--- config.mk ---
export PLATFORM = sky130hd
export DESIGN_NAME = dedup_fifo_queue_top
export DESIGN_NICKNAME = d
export VERILOG_FILES = /design/src/rtl/core/dfq_pkg.sv /design/src/rtl/core/dedup_fifo_queue_top.sv /design/src/rtl/core/dfq_cell.sv
export SDC_FILE = /design/constraint.sdc
export NUM_CORES = 1
export LEC_CHECK = 0
export ABC_AREA = 1
export ABC_CLOCK_PERIOD_IN_PS = 8200
export BUFFER_PORTS_ARGS = -buffer_cell sky130_fd_sc_hd__buf_4
export CORE_MARGIN = 2
export CORE_UTILIZATION = 50
export CTS_CLUSTER_SIZE = 24
export DETAILED_ROUTE_END_ITERATION = 8
export PLACE_DENSITY = 0.65
export SYNTH_ARGS = -nofsm -noshare
export SYNTH_HDL_FRONTEND = slang
export SYNTH_SLANG_ARGS = --single-unit
--- constraint.sdc ---
create_clock -name clk -period 8.2 [get_ports clk]
set_input_delay 0.82 -clock clk [delete_from_list [all_inputs] [get_ports clk]]
set_output_delay 0.82 -clock clk [all_outputs]
set_load 0.01 [all_outputs]
--- src/rtl/core/dfq_pkg.sv ---
package dfq_pkg;

  localparam int QUEUE_DEPTH = 16;
  localparam int ID_W        = 15;
  localparam int CMD_ID_W    = 16;
  localparam int COUNT_W     = $clog2(QUEUE_DEPTH + 1);
  localparam int STATUS_W    = 3;
  localparam int OCC_W       = 5;

  localparam logic [STATUS_W-1:0] ST_OK        = 3'd0;
  localparam logic [STATUS_W-1:0] ST_NEGATIVE  = 3'd1;
  localparam logic [STATUS_W-1:0] ST_DUPLICATE = 3'd2;
  localparam logic [STATUS_W-1:0] ST_FULL      = 3'd3;
  localparam logic [STATUS_W-1:0] ST_EMPTY     = 3'd4;

  localparam logic CMD_PUSH = 1'b0;
  localparam logic CMD_POP  = 1'b1;

  typedef logic [ID_W-1:0] id_t;

  // per-cell control from the queue controller
  typedef struct packed {
    logic shift;     // take the neighbor's id (pop)
    logic load;      // take the pushed id
    logic occupied;  // cell holds a queued id
  } cell_ctrl_t;

endpackage

--- src/rtl/core/dedup_fifo_queue_top.sv ---
// channel | direction | fields                        | handshake
// --------+-----------+-------------------------------+--------------------
// in      | input     | command, item_id              | in_valid / in_ready
// out     | output    | status, popped_id, occupancy  | out_valid / out_ready
//
// one word per cycle unless the output stalls: every cell compares its id with
// the pushed id in the same cycle, and a pop shifts the whole row by one cell
// toward the head. a result is held in the output register once its word is
// taken; a new word is taken whenever that register is empty or drains.
// synchronous reset empties the queue; cell contents are not cleared.
module dedup_fifo_queue_top (
  input  logic                              clk,
  input  logic                              rst,
  input  logic                              in_valid,
  output logic                              in_ready,
  input  logic                              command,
  input  logic signed [dfq_pkg::CMD_ID_W-1:0] item_id,
  output logic                              out_valid,
  input  logic                              out_ready,
  output logic [dfq_pkg::STATUS_W-1:0]      status,
  output logic [dfq_pkg::ID_W-1:0]          popped_id,
  output logic [dfq_pkg::OCC_W-1:0]         occupancy
);

  logic [dfq_pkg::COUNT_W-1:0] count;
  logic [dfq_pkg::COUNT_W-1:0] count_next;
  logic [dfq_pkg::STATUS_W-1:0] status_next;
  logic [dfq_pkg::ID_W-1:0]     popped_next;
  logic                         take;
  logic                         do_push;
  logic                         do_pop;
  logic                         dup;
  dfq_pkg::id_t                 probe_id;

  dfq_pkg::cell_ctrl_t          ctrl   [dfq_pkg::QUEUE_DEPTH];
  dfq_pkg::id_t                 ids    [dfq_pkg::QUEUE_DEPTH];
  logic [dfq_pkg::QUEUE_DEPTH-1:0] hits;

  assign in_ready = !out_valid || out_ready;
  assign take     = in_valid && in_ready;
  assign probe_id = item_id[dfq_pkg::ID_W-1:0];
  assign dup      = |hits;

  always_comb begin
    status_next = dfq_pkg::ST_OK;
    popped_next = '0;
    count_next  = count;
    do_push     = 1'b0;
    do_pop      = 1'b0;
    if (command == dfq_pkg::CMD_PUSH) begin
      if (item_id[dfq_pkg::CMD_ID_W-1]) begin
        status_next = dfq_pkg::ST_NEGATIVE;
      end else if (dup) begin
        status_next = dfq_pkg::ST_DUPLICATE;
      end else if (count == dfq_pkg::COUNT_W'(dfq_pkg::QUEUE_DEPTH)) begin
        status_next = dfq_pkg::ST_FULL;
      end else begin
        do_push    = 1'b1;
        count_next = count + 1'b1;
      end
    end else begin
      if (count == '0) begin
        status_next = dfq_pkg::ST_EMPTY;
      end else begin
        do_pop      = 1'b1;
        popped_next = ids[0];
        count_next  = count - 1'b1;
      end
    end
  end

  for (genvar k = 0; k < dfq_pkg::QUEUE_DEPTH; k++) begin : g_cell
    dfq_pkg::id_t nbr_id;

    always_comb begin
      ctrl[k].occupied = dfq_pkg::COUNT_W'(k) < count;
      ctrl[k].shift    = take && do_pop;
      ctrl[k].load     = take && do_push && (dfq_pkg::COUNT_W'(k) == count);
    end

    // last cell has no neighbor; what it takes on a pop lies beyond the count
    if (k == dfq_pkg::QUEUE_DEPTH - 1) begin : g_tail
      assign nbr_id = '0;
    end else begin : g_mid
      assign nbr_id = ids[k+1];
    end

    dfq_cell u_cell (
      .clk      (clk),
      .ctrl     (ctrl[k]),
      .probe_id (probe_id),
      .next_id  (nbr_id),
      .cell_id  (ids[k]),
      .match    (hits[k])
    );
  end

  always_ff @(posedge clk) begin
    if (rst) begin
      count     <= '0;
      out_valid <= 1'b0;
    end else begin
      if (take) begin
        count     <= count_next;
        out_valid <= 1'b1;
      end else if (out_ready) begin
        out_valid <= 1'b0;
      end
    end
  end

  always_ff @(posedge clk) begin
    if (take) begin
      status    <= status_next;
      popped_id <= popped_next;
      occupancy <= dfq_pkg::OCC_W'(count_next);
    end
  end

endmodule

--- src/rtl/core/dfq_cell.sv ---
module dfq_cell (
  input  logic              clk,
  input  dfq_pkg::cell_ctrl_t ctrl,
  input  dfq_pkg::id_t      probe_id,
  input  dfq_pkg::id_t      next_id,
  output dfq_pkg::id_t      cell_id,
  output logic              match
);

  dfq_pkg::id_t slot_id;

  always_ff @(posedge clk) begin
    if (ctrl.shift) begin
      slot_id <= next_id;
    end else if (ctrl.load) begin
      slot_id <= probe_id;
    end
  end

  assign cell_id = slot_id;
  assign match   = ctrl.occupied && (slot_id == probe_id);

endmodule
==> metrics.md <==
| Metric | Value |
|---|---|
| Outcome | completed |
| Total GRT Usage | 35.6% |
| CTS tree | yes |
| Commonest cells after routing, fill and taps aside | 940 x nand2_1, 316 x nor2_1, 284 x inv_1 |
| YS warnings | 0 |
| DRC Markers | 0 |
| Initial core utilization | 50.5% |
| Crit path capture | g_cell[2].u_cell.cell_id[8] |
| Crit path kind | register to register |
| Mux cell area share after synthesis | 0% |
| Hold_buf cts | 0 |
| Post-synthesis simple-gate area fraction | 33.7% |
| VDD IR max | 166 uV |
| Int Pwr | 0.00267 W |
| Placement Rows | 67 |
| Worst Skew | 0.0168 ns |
| Layout cell share with drive strength beyond 1 | 5.41% |
| Worst Hold Class | primary input to register |
| Max FO, Critical Path | 93 |
| Largest cells by area after synthesis | edfxtp_1 44%, nand2_1 21%, nor2_1 7.1% |
| Synthesized area per cell | roughly 7 um^2 |
| Die span in y | 187 um |
| Routed via count | 16000 |
| EDFF count, synth | 248 |
| Synth Flop Type | edfxtp_1 |
| WL final | 62500 um |
| Worst path bufs/invs | 4 |
| Arr. time, crit path | around 5 ns |
| Reg2reg setup slack | between 3 and 4 ns |
| Period minus WS final | 4.71 ns |
| Port bufs | between 40 and 50 |
| Post-DP HPWL | ~43000 um |
| Syn Std Cell Area | 16800 um^2 |
| Nature of the critical path startpoint | register |
| Per-cell routed wire length | 21.9 um |
| Layout area overhead | 9.35% |
| Slowest stage cell, crit path | nand2_1 |
| R2R depth | 11 |
| Crit share post-route | 57.5% |
| RSZ-0062 raised after global routing | no |
| Comb power frac | between 15 and 20% |
| Pin count of the biggest net entering global routing | 94 |
| GR Overflow Total | 0 |
| Commonest non-fill, non-tap cell in the layout | nand2_1 |
| Design area | roughly 18000 um^2 |
| CP Cell Sequence | clkinv_1 > ha_1 > inv_1 > nor2_1 > inv_1 > nor2_1 > nor2_4 > nand2_4 > buf_4 > nand2_1 > o21ai_0 |
| Leak pwr | 8.76 nW |
| Ports | 46 |
| WP depth | 11 |
| CTS H-tree depth | 2 |
| Reg power frac | between 40% and 50% |
| Synth top area share | 44.3% |
| Final #Nets | 2403 |
| Post-synthesis adder-cell area fraction | 0.372% |
| Cells after Synth | 2385 |
| CP top delay family | simple AND/OR/NAND/NOR gates |
| Post-DRT Antenna Nets | 0 |
| # Post-CTS Setup Buffers | 0 |
| CP endpoint kind | register |
| CP required | roughly 8.4 ns |
| F_max | 0.212 GHz |
| Clk sinks | 269 |
| Pwr Density | 209 nW/um^2 |
| Clock share of power | 38.3% |
| Max incr delay on CP | 0.90 ns |
| RePlAce Congestion | 1.00 |
| Slew headroom | 27.7% |
| NetSw | ~0.0012 W |
| Met3 routed WL | 5600 um |
| Compound-Gate Fraction of Synth Area | roughly 7.4% |
| Synth unique cells | 32 |
| Ys async rst share | 0% |
| Hold Path Depth | 2 |
| First-pass detailed-route iteration total | 6 |
| First-pass GRT wire length | ~90000 um |
| Clk_lat worst skew | 0.52 ns |
| Root Buffer | clkbuf_16 |
| Final max-slew violation count | 0 |
| Metal2 WL | 28800 um |
| DP Area | 17300 um^2 |
| Number of CTS-inserted buffers | 34 |
| Dominant combinational cell family by area after synthesis | simple AND/OR/NAND/NOR gates |
| Accumulated negative setup slack | 0 ns |
| Vias in the first global route | 15100 |
| Post-CTS Resized | 0 |
| Post-Syn Nets | 2411 |
| Dpl cells | 2789 |
| WL met1 | 23400 um |
| Clock tree buffer depth | 3 |
| Drt via density | 5.61 |
| Initial antenna violation count | 1 |
| Worst r2r dst | g_cell[2].u_cell.cell_id[8] |
| Final non-filler cell total | approximately 2900 |
| Crit path from | count[0] |
| CTS clock-pin slew for the worst setup and hold paths | 0.06 ns |
| Ant. Diodes | 0 |
| Post-synthesis xor/xnor area fraction | 2.09% |
| R2r startpoint | count[0] |
| Final setup viols | 0 |
| Max layer used | met4 |
| Core Region | 33300 um^2 |
| Worst-margin pin slew | 1.08 ns |
| Register area share after synthesis | 46.8% |
| Die W | 187 um |
| Fin. Hold Viols | 0 |
| Yosys top cell by area | edfxtp_1 |
| Switching share of total power | 30.3% |
| Drt first-iter violations | 1831 |
| Max-cap check violation count | 0 |
| Flop and latch count out of synthesis | approximately 270 |
| Die area | 35100 um^2 |
==> registers in the layout, indices dropped and copies added (netlist names) <==
name / cells
count: 5
g_cell.u_cell.cell_id: 240
out_valid: 1
popped_id: 15
occupancy: 5
status: 3
==> logic make-up (layout without fill, tap and decap cells) <==
logic type / after synthesis / after routing
simple gates: 1427 / 1427
fa+ha+maj: 5 / 5
buf+inv: 398 / 416
xor+xnor: 40 / 40
compound gates: 246 / 246
flops: 269 / 269
==> cell usage after synthesis (2+ instances only) <==
library cell	instances
xor2_1	9
xnor2_1	31
nand2_2	3
a21oi_1	16
o21ai_0	220
nor3_1	8
buf_1	2
clkbuf_1	49
nand3b_1	4
nand3_1	113
clkinv_1	5
buf_6	3
inv_2	8
buf_4	20
nand2_1	941
nor2_2	9
dfxtp_1	21
nor2_4	2
edfxtp_1	248
and2_1	6
inv_1	285
nor2_1	316
o21ai_1	8
nand4_1	21
buf_2	26
ha_1	5
==> power groups by stage <==
stage | Sequential (W) | Clock, W | Combinational (W)
global placement | 0.00171 | 0 | 0.000660
global route | 0.00169 | 0.00153 | 0.000746
finish | 0.00168 | 0.00147 | 0.000684
floorplan | 0.00170 | 0 | 0.000425
CTS | 0.00168 | 0.00147 | 0.000669
detailed placement | 0.00171 | 0 | 0.000666
==> final cells by class <==
type	instances	area (um^2)
Tap cell	448	561
Clock inverter	12	77.6
Inverter	298	1120
Timing Repair Buffer	56	420
Multi-Input combinational cell	1718	7330
Fill cell	3271	14900
Clock buffer	50	995
Sequential cell	269	7870
==> through the flow <==
| stage | util (%) | hold WS [ns] | total power, W | setup slack (ns) |
|---|---|---|---|---|
| after floorplan | - | 0.523 | 0.00212 | 4.50 |
| after global placement | 52.0 | 0.504 | 0.00237 | 3.61 |
| after detailed placement | 52.0 | 0.512 | 0.00237 | 3.58 |
| after CTS | 55.2 | 0.495 | 0.00382 | 3.70 |
| after global routing | 55.2 | 0.514 | 0.00396 | 3.30 |
| final | 55.2 | 0.501 | 0.00383 | 3.49 |
==> worst min path at each step <==
stage                                         end                           from  slack, ns
floorplan           g_cell[15].u_cell.cell_id[10]  g_cell[15].u_cell.cell_id[10]       0.52
global placement                        out_valid                      out_valid       0.50
detailed placement                      out_valid                      out_valid       0.51
CTS                                     out_valid                            rst       0.49
global route                            out_valid                            rst       0.51
finish                                  out_valid                            rst       0.50
==> layer usage <==
layer | vias up | GRT usage (%)
met3 | 211 | 4.97
met2 | 911 | 58.2
li1 | 7485 | -
met4 | 0 | 23.6
met5 | - | 0
met1 | 7388 | 44.2
Note: power is estimated with default switching activity, not from simulation.
